### config.mk
export PLATFORM = sky130hd
export DESIGN_NAME = lru_recency_list_core
export DESIGN_NICKNAME = d
export VERILOG_FILES = /design/src/rtl/lrl_pkg.sv /design/src/rtl/lru_recency_list_core.sv /design/src/rtl/lrl_match.sv /design/src/rtl/lrl_shift.sv
export SDC_FILE = /design/constraint.sdc
export NUM_CORES = 1
export LEC_CHECK = 0
export BUFFER_PORTS_ARGS = -buffer_cell sky130_fd_sc_hd__buf_4
export CELL_PAD_IN_SITES_DETAIL_PLACEMENT = 2
export CELL_PAD_IN_SITES_GLOBAL_PLACEMENT = 2
export CORE_MARGIN = 4
export CORE_UTILIZATION = 35
export DETAILED_ROUTE_END_ITERATION = 8
export PLACE_DENSITY_LB_ADDON = 0.05
export SETUP_SLACK_MARGIN = 0.3
export SYNTH_ARGS = -nofsm -noshare
export SYNTH_HDL_FRONTEND = slang
export SYNTH_SLANG_ARGS = --single-unit
### constraint.sdc
create_clock -name clock -period 3.5 [get_ports clock]
set_clock_uncertainty 0.1 [all_clocks]
set_input_delay 0.175 -clock clock [delete_from_list [all_inputs] [get_ports clock]]
set_output_delay 0.175 -clock clock [all_outputs]
set_load 0.1 [all_outputs]
### src/rtl/lrl_pkg.sv
// lrl_pkg: shared constants for the LRU recency list core.
// Holds port field widths and parameter defaults; depends on nothing.
`timescale 1ns / 1ps

package lrl_pkg;

   // Default list geometry
   localparam int SLOTS_DEFAULT    = 8;
   localparam int KEY_BITS_DEFAULT = 8;

   // Fixed widths of the port fields
   localparam int KEY_W      = 8;
   localparam int HIT_SLOT_W = 3;
   localparam int EVICT_W    = 8;
   localparam int LIST_W     = 64;

endpackage

### src/rtl/lru_recency_list_core.sv
// lru_recency_list_core: top level of the LRU recency list.
// A request waits in the input register, then moves to the result register and raises rsp_valid.
// Throughput: one request per cycle unless rsp_ready stalls; compare and shift are combinational.
// Reset (synchronous, active high) clears every slot to zero and drops pending requests.
// Depends on lrl_pkg, lrl_match and lrl_shift.
`timescale 1ns / 1ps

module lru_recency_list_core #(
   parameter int SLOTS    = lrl_pkg::SLOTS_DEFAULT,
   parameter int KEY_BITS = lrl_pkg::KEY_BITS_DEFAULT
) (
   input  logic                             clock,
   input  logic                             reset,
   input  logic                             req_valid,
   output logic                             req_ready,
   input  logic [lrl_pkg::KEY_W-1:0]        req_key,
   output logic                             rsp_valid,
   input  logic                             rsp_ready,
   output logic                             rsp_hit,
   output logic [lrl_pkg::HIT_SLOT_W-1:0]   rsp_hit_slot,
   output logic [lrl_pkg::EVICT_W-1:0]      rsp_evicted_key,
   output logic [lrl_pkg::LIST_W-1:0]       rsp_list_after
);

   localparam int IDX_W  = $clog2(SLOTS);
   localparam int FLAT_W = SLOTS * KEY_BITS;

   // input stage
   logic                s1_valid_ff;
   logic [KEY_BITS-1:0] s1_key_ff;
   logic [KEY_BITS-1:0] key_trim;

   // list state
   logic [KEY_BITS-1:0] slot_ff [SLOTS];
   logic [KEY_BITS-1:0] slot_in [SLOTS];

   // match and update
   logic                hit;
   logic [IDX_W-1:0]    hit_at;
   logic [IDX_W-1:0]    shift_from;
   logic [KEY_BITS-1:0] evicted;
   logic [FLAT_W-1:0]   list_flat;

   // result register
   logic                              rsp_valid_ff;
   logic                              rsp_hit_ff;
   logic [lrl_pkg::HIT_SLOT_W-1:0]    rsp_hit_slot_ff;
   logic [lrl_pkg::HIT_SLOT_W-1:0]    rsp_hit_slot_in;
   logic [lrl_pkg::EVICT_W-1:0]       rsp_evicted_ff;
   logic [lrl_pkg::EVICT_W-1:0]       rsp_evicted_in;
   logic [lrl_pkg::LIST_W-1:0]        rsp_list_ff;
   logic [lrl_pkg::LIST_W-1:0]        rsp_list_in;

   logic advance;

   // Advance the held request into the result register when that register is free
   // or being drained this cycle.
   assign advance   = s1_valid_ff && (!rsp_valid_ff || rsp_ready);
   assign req_ready = !s1_valid_ff || advance;

   // Keep the low KEY_BITS bits of the incoming key, zero-extending it when KEY_BITS is wider than KEY_W.
   generate
      if (KEY_BITS <= lrl_pkg::KEY_W) begin : g_key_narrow
         assign key_trim = req_key[KEY_BITS-1:0];
      end else begin : g_key_wide
         assign key_trim = {{(KEY_BITS - lrl_pkg::KEY_W){1'b0}}, req_key};
      end
   endgenerate

   // Hold the request in the input register.
   always_ff @(posedge clock) begin
      if (reset) begin
         s1_valid_ff <= 1'b0;
      end else if (req_ready) begin
         s1_valid_ff <= req_valid;
      end
   end

   always_ff @(posedge clock) begin
      if (req_ready && req_valid) begin
         s1_key_ff <= key_trim;
      end
   end

   lrl_match #(
      .SLOTS    (SLOTS),
      .KEY_BITS (KEY_BITS)
   ) u_match (
      .key       (s1_key_ff),
      .slot_keys (slot_ff),
      .hit       (hit),
      .hit_at    (hit_at)
   );

   // A miss drops slot 0, so the whole list moves down from there.
   assign shift_from = hit ? hit_at : '0;

   lrl_shift #(
      .SLOTS    (SLOTS),
      .KEY_BITS (KEY_BITS)
   ) u_shift (
      .key        (s1_key_ff),
      .shift_from (shift_from),
      .slot_keys  (slot_ff),
      .slot_next  (slot_in)
   );

   assign evicted = hit ? '0 : slot_ff[0];

   // Pack the updated list, slot i at bits KEY_BITS*i and up.
   generate
      for (genvar i = 0; i < SLOTS; i++) begin : g_flat
         assign list_flat[i*KEY_BITS +: KEY_BITS] = slot_in[i];
      end

      if (FLAT_W >= lrl_pkg::LIST_W) begin : g_list_trunc
         assign rsp_list_in = list_flat[lrl_pkg::LIST_W-1:0];
      end else begin : g_list_ext
         assign rsp_list_in = {{(lrl_pkg::LIST_W - FLAT_W){1'b0}}, list_flat};
      end

      if (IDX_W >= lrl_pkg::HIT_SLOT_W) begin : g_slot_trunc
         assign rsp_hit_slot_in = shift_from[lrl_pkg::HIT_SLOT_W-1:0];
      end else begin : g_slot_ext
         assign rsp_hit_slot_in = {{(lrl_pkg::HIT_SLOT_W - IDX_W){1'b0}}, shift_from};
      end

      if (KEY_BITS >= lrl_pkg::EVICT_W) begin : g_evict_trunc
         assign rsp_evicted_in = evicted[lrl_pkg::EVICT_W-1:0];
      end else begin : g_evict_ext
         assign rsp_evicted_in = {{(lrl_pkg::EVICT_W - KEY_BITS){1'b0}}, evicted};
      end
   endgenerate

   // Update the list once per advanced request; reset clears it to zeros.
   always_ff @(posedge clock) begin
      if (reset) begin
         for (int i = 0; i < SLOTS; i++) begin
            slot_ff[i] <= '0;
         end
      end else if (advance) begin
         slot_ff <= slot_in;
      end
   end

   // Result register: load on advance, drop valid once taken.
   always_ff @(posedge clock) begin
      if (reset) begin
         rsp_valid_ff <= 1'b0;
      end else if (advance) begin
         rsp_valid_ff <= 1'b1;
      end else if (rsp_ready) begin
         rsp_valid_ff <= 1'b0;
      end
   end

   always_ff @(posedge clock) begin
      if (advance) begin
         rsp_hit_ff      <= hit;
         rsp_hit_slot_ff <= rsp_hit_slot_in;
         rsp_evicted_ff  <= rsp_evicted_in;
         rsp_list_ff     <= rsp_list_in;
      end
   end

   assign rsp_valid       = rsp_valid_ff;
   assign rsp_hit         = rsp_hit_ff;
   assign rsp_hit_slot    = rsp_hit_slot_ff;
   assign rsp_evicted_key = rsp_evicted_ff;
   assign rsp_list_after  = rsp_list_ff;

   // A miss always reports slot 0.
   a_miss_slot_zero: assert property (@(posedge clock) disable iff (reset)
      rsp_valid_ff && !rsp_hit_ff |-> rsp_hit_slot_ff == '0)
      else $error("miss reported a nonzero hit slot");

   // A hit evicts nothing.
   a_hit_no_evict: assert property (@(posedge clock) disable iff (reset)
      rsp_valid_ff && rsp_hit_ff |-> rsp_evicted_ff == '0)
      else $error("hit reported an evicted key");

   // The advanced key lands in the most recent slot.
   a_top_slot: assert property (@(posedge clock) disable iff (reset)
      advance |=> slot_ff[SLOTS-1] == $past(s1_key_ff))
      else $error("top slot does not hold the last key");

   // A stalled request stays in the input register.
   a_s1_hold: assert property (@(posedge clock) disable iff (reset)
      s1_valid_ff && !advance |=> s1_valid_ff && $stable(s1_key_ff))
      else $error("held request lost while stalled");

endmodule

### src/rtl/lrl_match.sv
// lrl_match: compares one key against every list slot and finds the lowest match.
// Depends on lrl_pkg for parameter defaults.
`timescale 1ns / 1ps

module lrl_match #(
   parameter int SLOTS    = lrl_pkg::SLOTS_DEFAULT,
   parameter int KEY_BITS = lrl_pkg::KEY_BITS_DEFAULT,
   localparam int IDX_W   = $clog2(SLOTS)
) (
   input  logic [KEY_BITS-1:0] key,
   input  logic [KEY_BITS-1:0] slot_keys [SLOTS],
   output logic                hit,
   output logic [IDX_W-1:0]    hit_at
);

   logic [SLOTS-1:0] match;

   always_comb begin
      for (int i = 0; i < SLOTS; i++) begin
         match[i] = (slot_keys[i] == key);
      end
   end

   // lowest matching slot wins; zero on a miss
   always_comb begin
      hit_at = '0;
      for (int i = SLOTS - 1; i >= 0; i--) begin
         if (match[i]) begin
            hit_at = IDX_W'(i);
         end
      end
   end

   assign hit = |match;

endmodule

### src/rtl/lrl_shift.sv
// lrl_shift: next-state network for the recency list (close the gap, insert on top).
// Depends on lrl_pkg for parameter defaults.
`timescale 1ns / 1ps

module lrl_shift #(
   parameter int SLOTS    = lrl_pkg::SLOTS_DEFAULT,
   parameter int KEY_BITS = lrl_pkg::KEY_BITS_DEFAULT,
   localparam int IDX_W   = $clog2(SLOTS)
) (
   input  logic [KEY_BITS-1:0] key,
   input  logic [IDX_W-1:0]    shift_from,
   input  logic [KEY_BITS-1:0] slot_keys [SLOTS],
   output logic [KEY_BITS-1:0] slot_next [SLOTS]
);

   // slots at or above the removal point take their upper neighbor
   always_comb begin
      for (int i = 0; i < SLOTS - 1; i++) begin
         if (IDX_W'(i) >= shift_from) begin
            slot_next[i] = slot_keys[i+1];
         end else begin
            slot_next[i] = slot_keys[i];
         end
      end
      slot_next[SLOTS-1] = key;
   end

endmodule

Word level (Yosys, flattened, before mapping). Cells that the tools add are included.

Bits in latches: 0. Bits in registers: 150. ROM bits: 0. Memories: 0. Logic and storage cells: 56. Bits in writable memories: 0. Output and inout bits: 78.

Multiply operators: 0. Equal/unequal tests: 8. Order comparisons: 7. $add $sub $neg: 0. Reductions and logical operators: 8. Divide/modulo/power cells: 0. Bitwise logic cells: 0. Mux-type cells: 18. Shifts and indexed selects: 0.

Operator list (number): 8-bit == test (8); 8-bit 2-to-1 mux (7); 3-bit 2-to-1 mux (9); 3-bit greater-or-equal comparator, first input constant (3); 8-bit OR reduction (1); 1-bit by 3-bit greater-or-equal comparator with 1-bit output, first input constant (2); 2-bit by 3-bit greater-or-equal comparator with 1-bit output, first input constant (2); 1-bit logical AND (2); 1-bit zero test (2); 1-bit logical OR (2); 1-bit 2-to-1 mux (2); 2-bit nonzero test (1).

Depth between registers and ports, before layout. Gate-level depths: netlist (run 1).

Depth in word-level cells: 12. Depth in mapped cells: 9. Gate-level depth less buffers: 7.

Cells and area by module. From an unflattened synthesis (run 1), not the netlist that was laid out.

Cells, all modules: 568. Area, all modules: 7287.0 sq um.

Modules (own cells, without submodules): lru_recency_list_core (instances 1, cells an instance 383, area each 5591.6 sq um); lrl_match (instances 1, cells an instance 111, area each 913.4 sq um); lrl_shift (instances 1, cells an instance 74, area each 782.0 sq um).

Worst setup path before layout (run 1). No wires, ideal clock.

Kind: register -> register. Start point: register rsp_valid_ff (netlist: rsp_valid). End point: register rsp_evicted_ff, in the netlist rsp_evicted_key[0] (enable). Cell stages (with the launch flop): 5. Data required time: 2930 ps. Arrival time: 3511 ps. Slack: -581 ps. Period minus slack after synthesis: 4081 ps. Library setup time: 470 ps. Cell sequence: dfxtp_1 nor2b_1 nand2b_1 clkinv_1 clkbuf_1.

Cells in the longest elaborated chain, start to end: 3.

Ends and longest elaborated chain: start, declared (line lru_recency_list_core.sv:45) `logic rsp_valid_ff;`; start signal, assigned (line lru_recency_list_core.sv:149) `rsp_valid_ff <= 1'b0;`; start signal, assigned (line lru_recency_list_core.sv:151) `rsp_valid_ff <= 1'b1;`; start signal, assigned (line lru_recency_list_core.sv:153) `rsp_valid_ff <= 1'b0;`; 1-bit zero test (line lru_recency_list_core.sv:58) `assign advance = s1_valid_ff && (!rsp_valid_ff || rsp_ready);`; 1-bit logical OR (line lru_recency_list_core.sv:58); 1-bit logical AND (line lru_recency_list_core.sv:58); named net advance (line lru_recency_list_core.sv:54) `logic advance;`; end signal, assigned (line lru_recency_list_core.sv:161) `rsp_evicted_ff <= rsp_evicted_in;`; end, declared (line lru_recency_list_core.sv:49) `logic [lrl_pkg::EVICT_W-1:0] rsp_evicted_ff;`.

The timed path passes the listed nets, and every way through them passes these cells. A chain may end at the register's enable or synchronous reset.

==> flow_metrics.tcl, run 1 <==
set metrics [dict create \
    outcome "finished clean" \
    p_leak_nw 3.32 \
    async_reset_ff_frac 0 \
    mostFrequentLayoutCell "buf_4" \
    timing.final.ws_setup_ns 0.394 \
    core_area_sq_um 18900 \
    yosysWarnings 0 \
    clock_path_buffers 2 \
    die_w_um 147 \
    cp_max_fo 8 \
    grt_pass1_wl_mm 31.3 \
    final_cell_area_sq_um 8700 \
    final_layout_size_suffix_gt1_frac 0.334 \
    numClockSinks 150 \
    syn-num-nets 546 \
    cts.clk_slew.worst_paths_ns 0.07 \
    holdWs_ns 0.214 \
    ys_types 37 \
    rows 50 \
    ys_seq_elements 150 \
    place_area_sq_um 7700 \
    io_buffers 89 \
    final_cell_mix "107 x buf_4, 84 x edfxtp_1, 66 x dfxtp_1, 56 x mux2_2" \
    slew_headroom 0.428 \
    start_util 0.359 \
    worstSetupStartpointType "register" \
    nets 667 \
    dieArea_sq_um 21600 \
    path_class "reg2reg" \
    dp_hpwl_mm 13.2 \
    p_per_area_nw_per_um2 527 \
    numCtsBuffers 17 \
    rsz0062_at_grt "false" \
    drtAntennaViolNets 0 \
    grt.total_usage 0.190 \
    hold_viol 0 \
    io_pins 90 \
    tightest_slew_ns 0.849 \
    drv_slew 0 \
    post_drt_wl_per_cell_um 21.8 \
    area_growth_syn_to_layout_pct 28.4 \
    dr.pass1.iters 4 \
    drc 0 \
    antenna_cells 0 \
    ir_drop_mv 0.335 \
    wirelength_mm 20.2 \
    dpl_worst_slack_ns 0.0492 \
    utilization 0.460 \
    post-route-min-period_ns 3.11 \
    syn_area_sq_um 6770 \
    crit_required_ns 3.58 \
    vias 4601 \
    synthCells 534 \
    fp.dieH_um 147 \
    tritoncts "built" \
    multiInputGateArea_sq_um 2850 \
    grt_max_degree 83 \
    clock_latency_ns 0.43 \
    grt_pass1_vias 5152 \
    fill_cells 1911 \
    setup_tns_ns 0 \
    cts-htree-levels 4 \
    maxCapViolations 0 \
    yosys_most_used_dff "edfxtp_1" \
    place_congestion 0.766 \
    cp.arrival_ns 3.18 \
    endpoint_kind "register" \
    setup_violations 0 \
    synth-edff-count 84 \
    register_area_sq_um 3840 \
    hold_path.class "in2reg" \
    antenna_found_initial 0 \
    overflow 0 \
    reg2reg_slack_ns 0.39 \
    vias_per_cell 4.96 \
    cts-root-buf "clkbuf_16" \
    fin_crit_sh 0.888 \
    fmax_mhz 322 \
    ys_seq_area_frac 0.567 \
    drt_first_iter_violations 248 \
    syn_area_per_cell_sq_um 12.7 \
]
==> layer usage <==
| layer | up-vias | track usage | wire (um) |
|---|---|---|---|
| met5 | - | 0 | 0 |
| met1 | 2359 | 0.232 | 8780 |
| li1 | 2137 | - | - |
| met4 | 0 | 0.0615 | 344 |
| met3 | 26 | 0.0386 | 629 |
| met2 | 79 | 0.338 | 10500 |
==> report_power, final <==
group	total [mW]	internal, mW	switching [mW]	leakage [nW]
Clock	1.91	1.13	0.780	0.290
Combinational	0.680	0.196	0.484	1.70
Sequential	1.99	1.94	0.0570	1.33
==> sequential cells by signal (all words and copies together), names as in the netlist <==
register,flops
rsp_valid,1
s1_key_ff,8
rsp_list_after,64
slot_ff,64
rsp_evicted_key,8
rsp_hit,1
rsp_hit_slot,3
s1_valid_ff,1
==> kinds of logic after synthesis <==
logic type,count (synthesis),share of synthesized area
AOI/OAI and AO/OA,39,0.0469
xor gates and xnor gates,64,0.0827
buffers and inverters,26,0.0223
DFF,150,0.567
muxes,96,0.152
and+or+nand+nor,159,0.128
==> worst paths after layout <==
check / start / cells past startpoint / endpoint
setup / recovery: s1_key_ff[4]$_DFFE_PP_ / 9 / rsp_list_after[36]$_DFFE_PP_
hold / removal: reset / 2 / rsp_valid$_SDFFE_PP0P_
setup reg to reg: s1_key_ff[4]$_DFFE_PP_ / 9 / rsp_list_after[36]$_DFFE_PP_
hold reg to reg: slot_ff[4]$_SDFFE_PP0P_ / 2 / slot_ff[4]$_SDFFE_PP0P_
==> area by class of cell <==
class,instances,area share
Sequential cell,150,0.442
Timing Repair Buffer,125,0.122
Multi-Input combinational cell,359,0.328
Clock inverter,15,0.0201
Clock buffer,17,0.0489
Tap cell,260,0.0374
Inverter,2,0.00101
==> critical path: stages (launching register included) <==
cell	delay [ns]
edfxtp_1	0.44
buf_12	0.18
xor2_1	0.17
nor4_1	0.40
and2_1	0.29
nor4_4	0.07
buf_4	0.19
buf_4	0.15
a311oi_4	0.46
mux2_2	0.39
==> cell usage after synthesis, types with 4 or more instances <==
cell type	instances	area, sq um
xor2_1	32	280
clkbuf_1	14	52.6
buf_4	4	30.0
nand4_1	8	50.1
mux2i_1	40	400
nand2_1	20	75.1
nor2_1	49	184
and2_1	5	31.3
a21oi_1	11	55.1
and3_1	8	50.1
xnor2_1	32	280
mux2_2	56	631
dfxtp_1	66	1320
edfxtp_1	84	2520
buf_6	5	56.3
nand2b_1	49	307
o21a_1	16	120
nor4_1	8	50.1
==> per-stage QoR <==
step | power [mW] | std cells
2_1_floorplan | 2.52 | 534
3_3_place_gp | 2.66 | 868
3_5_place_dp | 2.68 | 868
4_1_cts | 4.62 | 926
5_1_grt | 4.73 | 928
6_report | 4.58 | 928
==> timing repair <==
action / in CTS / in global routing
hold buffers: 10 / 0
resized for setup: 2 / 6
endpoints found under the setup margin: 104 / 64
setup buffers: 15 / 2
hold endpoints to repair: 10 / 0
pin swaps: 1 / 1
cloned: 1 / 0
Power figures use the tool's default switching activity.
==> run 2, diff against run 1 <==
--- a/config.mk
+++ b/config.mk
@@ -8,11 +8,12 @@
 export BUFFER_PORTS_ARGS = -buffer_cell sky130_fd_sc_hd__buf_4
 export CELL_PAD_IN_SITES_DETAIL_PLACEMENT = 2
 export CELL_PAD_IN_SITES_GLOBAL_PLACEMENT = 2
-export CORE_MARGIN = 4
 export CORE_UTILIZATION = 35
 export DETAILED_ROUTE_END_ITERATION = 8
 export PLACE_DENSITY_LB_ADDON = 0.05
+export REMOVE_ABC_BUFFERS = 1
 export SETUP_SLACK_MARGIN = 0.3
 export SYNTH_ARGS = -nofsm -noshare
 export SYNTH_HDL_FRONTEND = slang
 export SYNTH_SLANG_ARGS = --single-unit
+export TNS_END_PERCENT = 1
==> run 2 against run 1 <==
  * Critical path depth down 2
  * Highest routed layer unchanged
  * Count of clock-buffer cells in the layout up 6
  * Cell count down 0.11%
  * Sequential share of layout area up 0.31 points
  * First-iteration DRC count down 20%
  * Hold slack better by 0.028 ns
  * Critical path type unchanged
==> flow_metrics.tcl, run 2 (synthesis gave the netlist of run 1 again) <==
set metrics [dict create \
    outcome "finished clean" \
    numCtsBuffers 17 \
    dp_hpwl_mm 12.8 \
    cts.clk_slew.worst_paths_ns 0.07 \
    grt_pass1_wl_mm 30.1 \
    clock_path_buffers 2 \
    p_leak_nw 3.30 \
    final_layout_size_suffix_gt1_frac 0.328 \
    comb_power_share 0.144 \
    swShare 0.275 \
    p_total_mw 4.60 \
    antenna_found_initial 0 \
    fmax_mhz 319 \
    final_cell_mix "109 x buf_4, 84 x edfxtp_1, 66 x dfxtp_1, 56 x mux2_2" \
    worstSetupStartpointType "register" \
    ir_drop_mv 0.339 \
    setup_violations 0 \
    post-route-min-period_ns 3.13 \
    die_w_um 141 \
    p_per_area_nw_per_um2 533 \
    fp.dieH_um 141 \
    overflow 0 \
    drv_slew 0 \
    tritoncts "built" \
    dr.pass1.iters 5 \
    pwr-share-clk 0.422 \
    drc 0 \
    fin_crit_sh 0.895 \
    clock_latency_ns 0.43 \
    drtAntennaViolNets 0 \
    grt_max_degree 83 \
    fin_cells 927 \
    cp_max_fo 10 \
    cts-htree-levels 4 \
    dp_cells 871 \
    io_buffers 89 \
    antenna_cells 0 \
    area_growth_syn_to_layout_pct 27.5 \
    rsz0062_at_grt "true" \
    tightest_slew_ns 0.873 \
    maxCapViolations 0 \
    mostFrequentLayoutCell "buf_4" \
    p_int_mw 3.34 \
    vias_per_cell 4.89 \
    core_area_sq_um 18800 \
    vias 4535 \
    place_congestion 0.750 \
    wirelength_mm 19.2 \
    cts-root-buf "clkbuf_16" \
    start_util 0.360 \
    crit_required_ns 3.74 \
    post_drt_wl_per_cell_um 20.7 \
    hold_path.class "in2reg" \
    io_pins 90 \
    endpoint_kind "register" \
    rows 50 \
    drt_first_iter_violations 198 \
    path_class "reg2reg" \
    seq_power_share 0.434 \
    p_switching_mw 1.26 \
    numClockSinks 150 \
    grt.total_usage 0.205 \
    dieArea_sq_um 19900 \
    nets 666 \
    cp.arrival_ns 3.38 \
    hold_viol 0 \
    slew_headroom 0.413 \
    grt_pass1_vias 4999 \
]
run 2: metal layers:
layer,vias up,share of wire,GRT usage
met5,-,0,0
met4,0,0.012,0.0589
met3,15,0.034,0.0367
met2,94,0.46,0.324
met1,2285,0.49,0.286
li1,2141,-,-
run 2: power by group through the flow:
stage | clock, mW | sequential, mW | combinational (mW)
global route | 2.05 | 2.01 | 0.694
finish | 1.94 | 2.00 | 0.662
CTS | 1.97 | 2.00 | 0.665
global placement | 0 | 2.05 | 0.609
detailed placement | 0 | 2.05 | 0.618
floorplan | 0 | 2.32 | 0.179
run 2: layout make-up:
| cell class | instances | area [sq um] |
|---|---|---|
| clock buffers | 23 | 458 |
| flip-flops and latches | 150 | 3840 |
| repair buffers | 124 | 1020 |
| inverters | 2 | 8.76 |
| fillers | 1856 | 10200 |
| well taps | 260 | 325 |
| multi-input cells | 359 | 2830 |
| clock inverters | 9 | 154 |
run 2: worst max-delay path, cell delays in order, from the launching register on:
cell,delay [ns]
edfxtp_1,0.70
xor2_1,0.23
nor4_2,0.09
and2_1,0.20
nor4_4,0.78
a21oi_2,0.34
nor2_4,0.36
mux2i_1,0.26
run 2: what timing repair did:
| item | 4_1_cts | 5_1_grt |
|---|---|---|
| cloned | 1 | 0 |
| gates resized for setup | 1 | 4 |
| setup endpoints to repair | 95 | 71 |
| endpoints found under the hold margin | 10 | 0 |
| setup buffers | 13 | 0 |
| pin swaps | 3 | 0 |
| hold buffers | 10 | 0 |
run 2: metrics by stage:
| stage | setup WS (ns) | TNS (ns) | hold slack, ns | instance area (sq um) | utilization |
|---|---|---|---|---|---|
| final | 0.368 | 0 | 0.242 | 8640 | 0.459 |
| after global routing | 0.197 | 0 | 0.268 | 8640 | 0.459 |
| after global placement | 0.160 | 0 | 0.262 | 7740 | 0.411 |
| after floorplan | -1.87 | -176.03 | 0.144 | 6630 | - |
| after CTS | 0.308 | 0 | 0.217 | 8610 | 0.457 |
| after detailed placement | 0.125 | 0 | 0.262 | 7740 | 0.411 |
run 2: final timing paths:
kind | start | endpoint | slack (ns) | cells past startpoint
worst max-delay path | s1_key_ff[0]$_DFFE_PP_ | slot_ff[56]$_SDFFE_PP0P_ | 0.37 | 7
worst min-delay path | reset | s1_valid_ff$_SDFFE_PP0N_ | 0.24 | 2
worst max register to register | s1_key_ff[0]$_DFFE_PP_ | slot_ff[56]$_SDFFE_PP0P_ | 0.37 | 7
worst min register to register | slot_ff[4]$_SDFFE_PP0P_ | slot_ff[4]$_SDFFE_PP0P_ | 0.41 | 2
==> run 3, diff against run 2 <==
--- a/config.mk
+++ b/config.mk
@@ -5,7 +5,7 @@
 export SDC_FILE = /design/constraint.sdc
 export NUM_CORES = 1
 export LEC_CHECK = 0
-export BUFFER_PORTS_ARGS = -buffer_cell sky130_fd_sc_hd__buf_4
+export BUFFER_PORTS_ARGS = -buffer_cell sky130_fd_sc_hd__buf_2
 export CELL_PAD_IN_SITES_DETAIL_PLACEMENT = 2
 export CELL_PAD_IN_SITES_GLOBAL_PLACEMENT = 2
 export CORE_UTILIZATION = 35
==> run 3 against run 2 <==
  * Final area shrank 2.4%
  * Cell count grew 0.76%
  * First-iteration DRC count shrank 2.5%
  * Via count is 0.57% higher
  * Critical path type unchanged
  * Non-clock buffer count up 8
  * Sequential power is essentially flat
  * Worst setup slack worse by 0.056 ns
==> flow_metrics.tcl, run 3 (synthesis gave the netlist of run 1 again) <==
set metrics [dict create \
    fin_crit_sh 0.911 \
    io_pins 90 \
    setup_violations 0 \
    numClockSinks 150 \
    fin_cells 934 \
    reg2reg_slack_ns 0.31 \
    endpoint_kind "register" \
    final_cell_mix "89 x buf_2, 84 x edfxtp_1, 66 x dfxtp_1, 56 x mux2_2" \
    cts-htree-levels 4 \
    grt_pass1_wl_mm 30.2 \
    nets 674 \
    grt_max_degree 56 \
    path_class "reg2reg" \
    dr.pass1.iters 5 \
    vias_per_cell 4.88 \
    drtAntennaViolNets 0 \
    maxCapViolations 0 \
    p_per_area_nw_per_um2 533 \
    p_leak_nw 3.26 \
    grt.total_usage 0.207 \
    tightest_slew_ns 0.906 \
    cpMaxStageDelayCell "edfxtp_1" \
    dieArea_sq_um 19900 \
    clock_path_buffers 2 \
    rsz0062_at_grt "true" \
    ff2ff_path_depth 7 \
    fp.dieH_um 141 \
    vias 4561 \
    grt_pass1_vias 4999 \
    worstReg2RegEnd "slot_ff[38]$_SDFFE_PP0P_" \
    hold_path.class "in2reg" \
    drv_slew 0 \
    dp_hpwl_mm 13.3 \
    tritoncts "built" \
    utilization 0.447 \
    antenna_found_initial 0 \
    die_w_um 141 \
    cp_max_fo 9 \
    drt_first_iter_violations 193 \
    slew_headroom 0.392 \
    hold_viol 0 \
    clock_latency_ns 0.43 \
    antenna_cells 0 \
    drc 0 \
    core_area_sq_um 18800 \
    overflow 0 \
    worstSetupStartpointType "register" \
    place_congestion 0.752 \
    r2r-start "s1_key_ff[3]$_DFFE_PP_" \
    post-route-min-period_ns 3.19 \
    rows 50 \
    crit_end "slot_ff[38]$_SDFFE_PP0P_" \
    dp_cells 877 \
    cp.arrival_ns 3.41 \
    cpPeakStageDelay_ns 0.73 \
    final_layout_size_suffix_gt1_frac 0.335 \
    fmax_mhz 314 \
    startpoint "s1_key_ff[3]$_DFFE_PP_" \
    path_cells "xnor2_1, nand4_1, nor2_1, or4_4, nor2_2, mux2_2, o21a_1" \
    ir_drop_mv 0.333 \
    cts-root-buf "clkbuf_16" \
    start_util 0.360 \
    area_growth_syn_to_layout_pct 24.4 \
    crit_required_ns 3.73 \
    numCtsBuffers 17 \
    outcome "finished clean" \
    wirelength_mm 19.5 \
    mostFrequentLayoutCell "buf_2" \
    post_drt_wl_per_cell_um 20.9 \
    cts.clk_slew.worst_paths_ns 0.06 \
    io_buffers 89 \
]
[run 3: worst min path at each step]
| stage | startpoint | to | slack [ns] | cells past startpoint |
|---|---|---|---|---|
| floorplan | reset | slot_ff[0]$_SDFFE_PP0P_ | 0.14 | 1 |
| global placement | req_key[1] | s1_key_ff[1]$_DFFE_PP_ | 0.26 | 1 |
| detailed placement | req_key[1] | s1_key_ff[1]$_DFFE_PP_ | 0.25 | 1 |
| CTS | reset | slot_ff[12]$_SDFFE_PP0P_ | 0.14 | 3 |
| global route | reset | slot_ff[14]$_SDFFE_PP0P_ | 0.16 | 3 |
| finish | reset | slot_ff[12]$_SDFFE_PP0P_ | 0.15 | 3 |
[run 3: critical path, delay by kind of cell, from the launching register on]
kind,cells,cell delay (ns)
flops,1,0.73
xor+xnor,1,0.17
mux,1,0.43
compound gates,1,0.17
simple gates,4,1.48
[run 3: final cells by class]
type | instances | area (sq um)
clock inverters | 10 | 131
flip-flops and latches | 150 | 3840
inverters | 2 | 8.76
repair buffers | 132 | 856
well taps | 260 | 325
multi-input cells | 359 | 2810
fillers | 1881 | 10400
clock buffers | 21 | 450
[run 3: metrics by stage]
stage / cell area [sq um] / power [mW] / TNS [ns] / hold WS [ns] / setup slack (ns)
floorplan: 6630 / 2.50 / -176.03 / 0.144 / -1.87
global placement: 7550 / 2.63 / 0 / 0.258 / 0.195
detailed placement: 7550 / 2.65 / 0 / 0.254 / 0.169
CTS: 8260 / 4.52 / 0 / 0.136 / 0.172
global route: 8430 / 4.64 / 0 / 0.161 / 0.165
finish: 8430 / 4.49 / 0 / 0.151 / 0.312
[run 3: routing by layer]
layer	wire length, um	track usage	vias to the layer above
li1	-	-	2148
met1	9480	0.280	2303
met2	9130	0.334	94
met3	650	0.0408	16
met4	244	0.0606	0
met5	0	0	-
[run 3: what timing repair did]
item | 4_1_cts | 5_1_grt
gates resized for setup | 0 | 2
endpoints found under the setup margin | 69 | 92
hold buffers | 10 | 0
gates cloned | 0 | 1
buffers inserted | 4 | 11
pin swaps | 2 | 2
endpoints found under the hold margin | 10 | 0
[run 3: power breakdown]
group	total, mW	internal, mW	switching [mW]
clock network	1.86	1.13	0.726
logic	0.639	0.168	0.471
registers	2.00	1.94	0.0614
total	4.49	3.23	1.26
